==> config.mk <==
export PLATFORM = sky130hd
export DESIGN_NAME = array_list_engine_top
export DESIGN_NICKNAME = d
export VERILOG_FILES = /design/src/hw/rtl/alst_pkg.sv /design/src/hw/rtl/array_list_engine_top.sv /design/src/hw/rtl/alst_cell.sv
export SDC_FILE = /design/constraint.sdc
export NUM_CORES = 2
export LEC_CHECK = 0
export ABC_AREA = 1
export BUFFER_PORTS_ARGS = -buffer_cell sky130_fd_sc_hd__buf_2
export CORE_MARGIN = 2
export CORE_UTILIZATION = 30
export DETAILED_ROUTE_END_ITERATION = 12
export PLACE_DENSITY = 0.45
export SLEW_MARGIN = 15
export SYNTH_ARGS = -nofsm -noshare
export SYNTH_HDL_FRONTEND = slang
export SYNTH_SLANG_ARGS = --single-unit
==> constraint.sdc <==
create_clock -name clock -period 5.5 [get_ports clock]
set_input_delay 1.1 -clock clock [delete_from_list [all_inputs] [get_ports clock]]
set_output_delay 1.1 -clock clock [all_outputs]
set_load 0.02 [all_outputs]
==> src/hw/rtl/alst_pkg.sv <==
// ----------------------------------------------------------------------------
// alst_pkg
// Shared widths, request codes and the per-cell command type of the
// array list engine.
// ----------------------------------------------------------------------------
`default_nettype none

package alst_pkg;

   localparam int MODE_W = 3;
   localparam int POS_W  = 6;
   localparam int VAL_W  = 16;
   localparam int LEN_W  = 7;

   localparam logic [MODE_W-1:0] MODE_APPEND = 3'd0;
   localparam logic [MODE_W-1:0] MODE_INSERT = 3'd1;
   localparam logic [MODE_W-1:0] MODE_REMOVE = 3'd2;
   localparam logic [MODE_W-1:0] MODE_WRITE  = 3'd3;
   localparam logic [MODE_W-1:0] MODE_READ   = 3'd4;

   typedef struct packed {
      logic append;
      logic insert;
      logic remove;
      logic write;
      logic read;
   } alst_cmd_type;

endpackage

`default_nettype wire

==> src/hw/rtl/array_list_engine_top.sv <==
// ----------------------------------------------------------------------------
// array_list_engine_top
// Ordered list of up to DEPTH elements held in a row of shifting cells.
//
// Usage:
//   A request transfers at a rising edge where start is high and busy is
//   low; req_mode selects append, insert, delete, write or read, with
//   req_position and req_element_value as operands.
//   Every request gives one response, shown on the rsp_ ports for exactly
//   one cycle with rsp_strobe high, in the cycle right after the request
//   transfer. The receiver cannot stall; responses are never held back.
//   A new request may transfer every cycle:
//   all cells shift together, so an insert or delete over the whole list
//   finishes in the same cycle as a write. The response path is one
//   compare per cell and an OR over the cells for reads.
//   Reset clears the length to zero; busy is high during reset and clears
//   once reset is low. Element contents are not cleared and only slots below
//   the length are ever read.
// ----------------------------------------------------------------------------
`default_nettype none

module array_list_engine_top
   import alst_pkg::*;
#(
   parameter int DEPTH      = 64,
   parameter int ELEM_WIDTH = 16
) (
   input  wire logic              clock,
   input  wire logic              reset,
   input  wire logic              start,
   output logic                   busy,
   input  wire logic [MODE_W-1:0] req_mode,
   input  wire logic [POS_W-1:0]  req_position,
   input  wire logic [VAL_W-1:0]  req_element_value,
   output logic                   rsp_strobe,
   output logic                   rsp_ok,
   output logic      [VAL_W-1:0]  rsp_read_value,
   output logic      [LEN_W-1:0]  rsp_length,
   output logic                   rsp_is_empty,
   output logic                   rsp_is_full
);

   localparam int CNT_W = $clog2(DEPTH + 1);
   localparam int CMP_W = (CNT_W > POS_W) ? CNT_W : POS_W;

   logic                  busy_ff;
   logic [CNT_W-1:0]      count_ff;
   logic [CNT_W-1:0]      count_in;
   logic                  strobe_ff;
   logic                  ok_ff;
   logic                  ok_in;
   logic [VAL_W-1:0]      read_ff;
   logic [VAL_W-1:0]      read_in;

   logic                  accept;
   logic [CMP_W-1:0]      pos_cmp;
   logic [CMP_W-1:0]      cnt_cmp;
   logic                  full;
   logic                  in_range;
   alst_cmd_type          decoded;
   alst_cmd_type          cmd;
   logic [ELEM_WIDTH+VAL_W-1:0] value_ext;
   logic [ELEM_WIDTH-1:0] new_value;
   logic [ELEM_WIDTH-1:0] read_sel;
   logic [ELEM_WIDTH+VAL_W-1:0] read_ext;

   logic [ELEM_WIDTH-1:0] cell_value [DEPTH];
   logic [ELEM_WIDTH-1:0] cell_read  [DEPTH];

   assign accept    = start && !busy_ff;
   assign pos_cmp   = CMP_W'(req_position);
   assign cnt_cmp   = CMP_W'(count_ff);
   assign full      = (count_ff == CNT_W'(DEPTH));
   assign in_range  = (pos_cmp < cnt_cmp);
   assign value_ext = {{ELEM_WIDTH{1'b0}}, req_element_value};
   assign new_value = value_ext[ELEM_WIDTH-1:0];

   always_comb begin
      decoded = '0;
      ok_in   = 1'b0;
      unique case (req_mode)
         MODE_APPEND: begin
            decoded.append = 1'b1;
            ok_in          = !full;
         end
         MODE_INSERT: begin
            decoded.insert = 1'b1;
            ok_in          = !full && (pos_cmp <= cnt_cmp);
         end
         MODE_REMOVE: begin
            decoded.remove = 1'b1;
            ok_in          = in_range;
         end
         MODE_WRITE: begin
            decoded.write = 1'b1;
            ok_in         = in_range;
         end
         MODE_READ: begin
            decoded.read = 1'b1;
            ok_in        = in_range;
         end
         default: begin
            decoded = '0;
            ok_in   = 1'b0;
         end
      endcase
   end

   assign cmd = (accept && ok_in) ? decoded : '0;

   always_comb begin
      count_in = count_ff;
      if (cmd.append || cmd.insert) begin
         count_in = count_ff + CNT_W'(1);
      end else if (cmd.remove) begin
         count_in = count_ff - CNT_W'(1);
      end
   end

   for (genvar i = 0; i < DEPTH; i++) begin : g_cell
      logic [ELEM_WIDTH-1:0] left_value;
      logic [ELEM_WIDTH-1:0] right_value;

      if (i == 0) begin : g_first
         assign left_value = '0;
      end else begin : g_left
         assign left_value = cell_value[i-1];
      end

      if (i == DEPTH - 1) begin : g_last
         assign right_value = '0;
      end else begin : g_right
         assign right_value = cell_value[i+1];
      end

      alst_cell #(
         .INDEX      (i),
         .CMP_W      (CMP_W),
         .ELEM_WIDTH (ELEM_WIDTH)
      ) u_cell (
         .clock       (clock),
         .cmd         (cmd),
         .pos_cmp     (pos_cmp),
         .cnt_cmp     (cnt_cmp),
         .new_value   (new_value),
         .left_value  (left_value),
         .right_value (right_value),
         .value       (cell_value[i]),
         .read_value  (cell_read[i])
      );
   end

   // at most one cell drives a nonzero read value
   always_comb begin
      read_sel = '0;
      for (int i = 0; i < DEPTH; i++) begin
         read_sel = read_sel | cell_read[i];
      end
   end

   assign read_ext = {{VAL_W{1'b0}}, read_sel};
   assign read_in  = read_ext[VAL_W-1:0];

   always_ff @(posedge clock) begin
      if (reset) begin
         busy_ff   <= 1'b1;
         count_ff  <= '0;
         strobe_ff <= 1'b0;
      end else begin
         busy_ff   <= 1'b0;
         count_ff  <= count_in;
         strobe_ff <= accept;
      end
   end

   always_ff @(posedge clock) begin
      ok_ff   <= ok_in;
      read_ff <= read_in;
   end

   assign busy           = busy_ff;
   assign rsp_strobe     = strobe_ff;
   assign rsp_ok         = ok_ff;
   assign rsp_read_value = read_ff;
   assign rsp_length     = LEN_W'(count_ff);
   assign rsp_is_empty   = (count_ff == '0);
   assign rsp_is_full    = full;

   a_resp_follows: assert property (@(posedge clock) disable iff (reset)
      accept |=> rsp_strobe)
      else $error("request transfer without response");

   a_no_extra_resp: assert property (@(posedge clock) disable iff (reset)
      !accept |=> !rsp_strobe)
      else $error("response without request transfer");

   a_count_bound: assert property (@(posedge clock) disable iff (reset)
      count_ff <= CNT_W'(DEPTH))
      else $error("length beyond capacity");

   a_fail_holds_count: assert property (@(posedge clock) disable iff (reset)
      (accept && !ok_in) |=> $stable(count_ff))
      else $error("failed request changed the length");

   a_fail_reads_zero: assert property (@(posedge clock) disable iff (reset)
      (rsp_strobe && !rsp_ok) |-> (rsp_read_value == '0))
      else $error("failed request returned read data");

endmodule

`default_nettype wire

==> src/hw/rtl/alst_cell.sv <==
// ----------------------------------------------------------------------------
// alst_cell
// One slot of the list: holds a single element and takes a new value from
// the request, from its lower neighbor or from its upper neighbor.
// ----------------------------------------------------------------------------
`default_nettype none

module alst_cell
   import alst_pkg::*;
#(
   parameter int INDEX      = 0,
   parameter int CMP_W      = 7,
   parameter int ELEM_WIDTH = 16
) (
   input  wire logic                  clock,
   input  wire alst_cmd_type          cmd,
   input  wire logic [CMP_W-1:0]      pos_cmp,
   input  wire logic [CMP_W-1:0]      cnt_cmp,
   input  wire logic [ELEM_WIDTH-1:0] new_value,
   input  wire logic [ELEM_WIDTH-1:0] left_value,
   input  wire logic [ELEM_WIDTH-1:0] right_value,
   output logic      [ELEM_WIDTH-1:0] value,
   output logic      [ELEM_WIDTH-1:0] read_value
);

   localparam logic [CMP_W-1:0] IDX = CMP_W'(INDEX);

   logic [ELEM_WIDTH-1:0] elem_ff;
   logic [ELEM_WIDTH-1:0] elem_in;
   logic                  at_pos;
   logic                  above_pos;

   assign at_pos    = (IDX == pos_cmp);
   assign above_pos = (IDX > pos_cmp);

   always_comb begin
      elem_in = elem_ff;
      if (cmd.append && (IDX == cnt_cmp)) begin
         elem_in = new_value;
      end else if (cmd.insert && at_pos) begin
         elem_in = new_value;
      end else if (cmd.insert && above_pos) begin
         elem_in = left_value;
      end else if (cmd.remove && (at_pos || above_pos)) begin
         elem_in = right_value;
      end else if (cmd.write && at_pos) begin
         elem_in = new_value;
      end
   end

   always_ff @(posedge clock) begin
      elem_ff <= elem_in;
   end

   assign value      = elem_ff;
   assign read_value = (cmd.read && at_pos) ? elem_ff : '0;

endmodule

`default_nettype wire

Word level (Yosys, flattened, before mapping)
Index checks and enable logic that the tools add are counted.

Bits in registers: 1050. Bits of input ports: 28. Output and inout bits: 28. Logic and storage cells: 1248.

$add $sub $neg: 2. Order comparisons: 66. Eq/ne operators: 131. Muxes and demuxes: 394. Bitwise gates (word level): 63. Reduce and logical (&&, ||, !) cells: 523.

Operator list (count): two-way mux 16 bit (384); OR 16 bit (63); logical AND 1 bit (387); nonzero test 5 bit (64); == test 6 x 7 -> 1 bit (first input constant) (32); == test 6 bit (first input constant) (32); > comparator 6 bit (first input constant) (32); == test 5 x 7 -> 1 bit (first input constant) (16); == test 5 x 6 -> 1 bit (first input constant) (16); > comparator 5 x 6 -> 1 bit (first input constant) (16); logical OR 1 bit (65); == test 4 x 7 -> 1 bit (first input constant) (8); == test 4 x 6 -> 1 bit (first input constant) (8); > comparator 4 x 6 -> 1 bit (first input constant) (8); == test 3 x 7 -> 1 bit (first input constant) (4); == test 3 x 6 -> 1 bit (first input constant) (4); > comparator 3 x 6 -> 1 bit (first input constant) (4); == test 2 x 7 -> 1 bit (first input constant) (2); logical NOT 7 bit (2); two-way mux 7 bit (2); == test 2 x 6 -> 1 bit (first input constant) (2); > comparator 1 x 6 -> 1 bit (first input constant) (2); > comparator 2 x 6 -> 1 bit (first input constant) (2); adder 7 x 1 -> 7 bit (second input constant) (1); other kinds (16) (23).

Longest topological paths before layout
Word-level depth: 71. Gate-level depth with buffers: 23.

Worst setup path after synthesis
OpenSTA, ideal clock, no wires.

Path type: input -> register. From: in req_position[5]. To: reg g_cell[15].u_cell.elem_ff[0], enable pin. Library setup time: 411 ps. Arrival: 3835 ps. Data required time: 5089 ps. Slack: 1254 ps. Stages on the path: 14. Buffers on the path: 2. Cell sequence: ha_1 > inv_1 > nor2_1 > a21oi_1 > nand2_1 > nand2_1 > nand2_2 > nand2_4 > nand2_4 > nor3_4 > buf_6 > buf_6 > nor2_1 > o21ai_0.

Cells in the longest elaborated chain, start to end: 7.

Ends and longest elaborated chain: start, declared (line array_list_engine_top.sv:33) `input wire logic [POS_W-1:0] req_position,`; <= comparator 6 x 7 -> 1 bit (line array_list_engine_top.sv:88) `ok_in = !full && (pos_cmp <= cnt_cmp);`; logical AND 1 bit (line array_list_engine_top.sv:88); case mux 1 bit (3 select lines) (line array_list_engine_top.sv:81) `unique case (req_mode)`; logical AND 1 bit (line array_list_engine_top.sv:109) `assign cmd = (accept && ok_in) ? decoded : '0;`; two-way mux 5 bit (line array_list_engine_top.sv:109); logical AND 1 bit, on equally long branches; nonzero test 5 bit (no source line) (*); end signal, assigned (line alst_cell.sv:52) `elem_ff <= elem_in;`; end, declared (line alst_cell.sv:28) `logic [ELEM_WIDTH-1:0] elem_ff;`.

Mark *: on every way between the ends. The rest lies on a longest branch, timed or not. A chain may end at the register's enable or synchronous reset.

Worst setup path in the final report
From: reg count_ff[1] (netlist: rsp_length[1]). To: reg read_ff[6] (netlist: rsp_read_value[6]).

Cells in the longest elaborated chain, start to end: 71.

Ends and longest elaborated chain: start, declared (line array_list_engine_top.sv:47) `logic [CNT_W-1:0] count_ff;`; start signal, assigned (line array_list_engine_top.sv:171) `count_ff <= count_in;`; branches (longest 3 deep; another with <= comparator 6 x 7 -> 1 bit); case mux 1 bit (3 select lines) (*) (line array_list_engine_top.sv:81); logical AND 1 bit (*) (line array_list_engine_top.sv:109); two-way mux 5 bit (*) (line array_list_engine_top.sv:109); logical AND 1 bit (line alst_cell.sv:56) `assign read_value = (cmd.read && at_pos) ? elem_ff : '0;`; two-way mux 16 bit (line alst_cell.sv:56); OR 16 bit (62 in series) (line array_list_engine_top.sv:157) `read_sel = read_sel | cell_read[i];`; OR 16 bit (*) (line array_list_engine_top.sv:157); net read_in[6] (line array_list_engine_top.sv:53) `logic [VAL_W-1:0] read_in;`; end signal, assigned (line array_list_engine_top.sv:178) `read_ff <= read_in;`; end, declared (line array_list_engine_top.sv:52) `logic [VAL_W-1:0] read_ff;`.

Mark *: on every way through the listed nets, which the timed path passes.

==> out/summary.log <==
[run_status] result of the run finished clean
[worst_setup_path] reg2reg start rsp_length[1]
[detailed_routing] number of DRC violations after detailed-routing iteration 0 10680
[yosys] dominant cells by area after synthesis sky130_fd_sc_hd__edfxtp_1 (47%), sky130_fd_sc_hd__nor2_1 (11%), sky130_fd_sc_hd__o21ai_0 (10%)
[clocking] CTS tree yes
[grt] maximum number of pins on one net before global-route repair 44
[hold_path] hold path start reset
[worst_setup_path] data required time of the critical path 6.25 ns
[yosys] flops & latches, synth 1050
[sta] Max Clock Skew 0.04413 ns
[clocking] clock tree buffer depth 3
[grt] number of antenna violations at the first check in global routing 43
[yosys] Post-Synthesis Net Count 8635
[sta] period utilisation layout 92.44%
[placement] GP Congestion 1.053
[sta] pins over their slew limit 0
[worst_setup_path] Worst Path Max Fanout 17
[clocking] clock transition time at the flip-flop clock pins of the worst setup and hold paths 0.06 ns
[worst_setup_path] WS Path Type reg2reg
[worst_setup_path] Largest stage delay, worst path 0.84 ns
[floorplan] I/O pin count 56
[yosys] post-synthesis instance total 8596
[worst_setup_path] critical path capture point type register
[finish] layout overhead on the synthesized area 14.33%
[detailed_routing] first drt pass iteration count 9
[sta] worst-case headroom to the max-slew limit 9.206%
[floorplan] effective utilization at floorplan 30.17%
[placement] placed cell count 11360
[detailed_routing] DRT Wirelength 411.5 mm
[clocking] TritonCTS sink count 1050
[yosys] cell taking the most area after synthesis sky130_fd_sc_hd__edfxtp_1
[power] overall power 19410 uW
[detailed_routing] wire length per cell 35.37 microns
[clocking] number of H-tree levels 4
[floorplan] overall die height 468.6 microns
[power] P_leak 0.03178 uW
[clocking] Post CTS Setup Buffer Count 0
[power] P per Cell Area 262.2 nW/um^2
[finish] share of final-layout standard cells stronger than drive strength 1 8.438%
[sta] Worst Hold Margin 0.5041 ns
[clocking] cts-stage hold buffer count 0
[floorplan] die width 468.6 microns
[yosys] most used flip-flop cell after synthesis sky130_fd_sc_hd__edfxtp_1
[yosys] distinct cell type count after synthesis 43
[yosys] mean area per synthesized cell 7.532 sq um
[floorplan] total die area 219500 sq um
[yosys] proportion of synthesized chip area in sequential cells 48.30%
[sta] final setup violation count 0
[sta] Max Clock Freq 196.7 MHz
[worst_setup_path] element type at the critical path start register
[placement] IO buf count 55
[sta] post-route setup TNS 0 ns
[detailed_routing] number of nets with antenna violations after routing 0
[floorplan] floorplan core area 214600 sq um
[detailed_routing] via count normalized by instance count 5.677
[clocking] number of buffers created by CTS 141
[yosys] share of the synthesized area in the top cell type 47.49%
[power] worst vdd ir 0.3281 mV
[worst_setup_path] critical path arrival 5.83 ns
[floorplan] Site Rows 170
[clocking] CTS root buf sky130_fd_sc_hd__clkbuf_16
[grt] global-route wire length before repair 538.9 mm
[worst_setup_path] worst r2r path cells 19
[worst_setup_path] most used cell along the critical path sky130_fd_sc_hd__nor2_1
[sta] minimum period implied by the final worst setup slack 5.084 ns
[finish] fill count 23140
[yosys] Async SR Flop Fraction 0%
[hold_path] Worst Hold Path Cells 1
[worst_setup_path] cell with the biggest individual delay on the critical path sky130_fd_sc_hd__nor2_1
[grt] global route total overflow 0
[finish] post-route insts no fill 11630
[finish] highest-count cells in the layout ignoring fill and taps sky130_fd_sc_hd__nor2_1 (1863), sky130_fd_sc_hd__nand2_1 (1398), sky130_fd_sc_hd__o21ai_0 (1305)
[detailed_routing] via count 66050
[sta] RSZ-0062 raised after global routing no
[clocking] Gates resized, CTS repair 0
[grt] number of global-route vias before repair 59510
[yosys] EDFF count, synth 1024
[clocking] Skew-Pair Late Insertion Delay 0.83 ns
[yosys] YS warnings 0
[worst_setup_path] source of the critical timing path rsp_length[1]
[finish] most common cell after layout, fill and taps aside sky130_fd_sc_hd__nor2_1
[detailed_routing] number of DRC violations after detailed routing 0
[sta] hold violation total from the final report 0
[yosys] total standard cell area after synthesis 64740 sq um
[grt] GR Util All Layers 36.45%
[worst_setup_path] sequence of cells on the critical path inv_1, ha_1, nand2_1, nor2_2, nor2_1, nand2_2, nand2_4, nand2_4, nor2_1, nand2_1, buf_12, nor2_1, nor2_1, nand2_1, nor2_1, nand2_1, nor2_1, buf_4, nand2_1
[hold_path] path type of the worst min-delay path in2reg
[finish] # nets final 8706
[job] max-capacitance violation count 0
[sta] slew at the pin with the worst max-slew slack 1.362 ns
[placement] total half-perimeter wirelength after legalization and detailed placement 312.4 mm
==> state kept, by name (all words and copies together) (netlist names) <==
register	cells
rsp_ok	1
rsp_length	7
g_cell.u_cell.value	1024
rsp_read_value	16
busy	1
rsp_strobe	1
==> metrics by stage <==
stage / worst slack (ns) / util (%) / cell area, sq um
6_report: 0.4157 / 34.49 / 74020
5_1_grt: 0.4390 / 34.46 / 73970
4_1_cts: 0.7380 / 34.46 / 73960
3_5_place_dp: 0.4339 / 32.45 / 69640
3_3_place_gp: 0.3799 / 32.45 / 69640
2_1_floorplan: 1.254 / - / 64740
==> cells in the mapped netlist, types with 20 or more instances <==
library cell                  n
sky130_fd_sc_hd__inv_2       22
sky130_fd_sc_hd__o221ai_1    80
sky130_fd_sc_hd__inv_1     1208
sky130_fd_sc_hd__o21ai_1     63
sky130_fd_sc_hd__nand2_2     28
sky130_fd_sc_hd__dfxtp_1     26
sky130_fd_sc_hd__nand4_1     98
sky130_fd_sc_hd__nand3_1    110
sky130_fd_sc_hd__nor2_1    1876
sky130_fd_sc_hd__edfxtp_1  1024
sky130_fd_sc_hd__clkbuf_1   312
sky130_fd_sc_hd__o22ai_1    118
sky130_fd_sc_hd__a22oi_1     83
sky130_fd_sc_hd__buf_2      155
sky130_fd_sc_hd__o211ai_1   218
sky130_fd_sc_hd__nand2_1   1399
sky130_fd_sc_hd__clkinv_1    20
sky130_fd_sc_hd__buf_1       24
sky130_fd_sc_hd__a21oi_1    324
sky130_fd_sc_hd__o21ai_0   1306
==> logic make-up (layout without fill, tap and decap cells) <==
kind of cell	count (synthesis)	in the layout	synth area share (%)
simple gates	3539	3539	21.40
buf+inv	1761	1935	10.67
xor+xnor	8	8	0.1082
other cells	0	26	0
compound gates	2227	2227	19.31
fa+ha+maj	11	11	0.2126
flops	1050	1050	48.30
==> routing by layer <==
layer  GRT usage [%]  share of wire, %  wire, microns
met2           53.71                43         175400
met3           6.847               9.3          38360
met4           24.05               7.4          30460
met1           48.64                41         167300
met5               0             0.020             84
==> worst paths after layout <==
path                       end  slack (ns)
min                       busy        0.50
max          rsp_read_value[6]        0.42
max reg2reg  rsp_read_value[6]        0.42
min reg2reg         rsp_strobe        0.51
==> power breakdown <==
group | switching [uW] | total, uW | internal (uW)
clock | 4040 | 9130 | 5100
sequential | 46.3 | 8900 | 8850
combinational | 1030 | 1380 | 348
==> worst max-delay path: cells and delay by family (launching register included) <==
kind          cells  cell delay, ns
flops             1            0.61
fa+ha+maj         1            0.36
buf+inv           3            0.80
simple gates     15            3.24
==> cell type report <==
cell class	instances	area (sq um)	area share [%]
tap	2838	3551	4.797
clock inverter	67	613.1	0.8282
multi-input combinational	5785	26710	36.09
clock buffer	179	3702	5.002
antenna	26	65.06	0.08790
inverter	1250	4698	6.347
sequential	1050	31270	42.24
timing repair buffer	439	3408	4.604
Note: power is estimated with default switching activity, not from simulation.
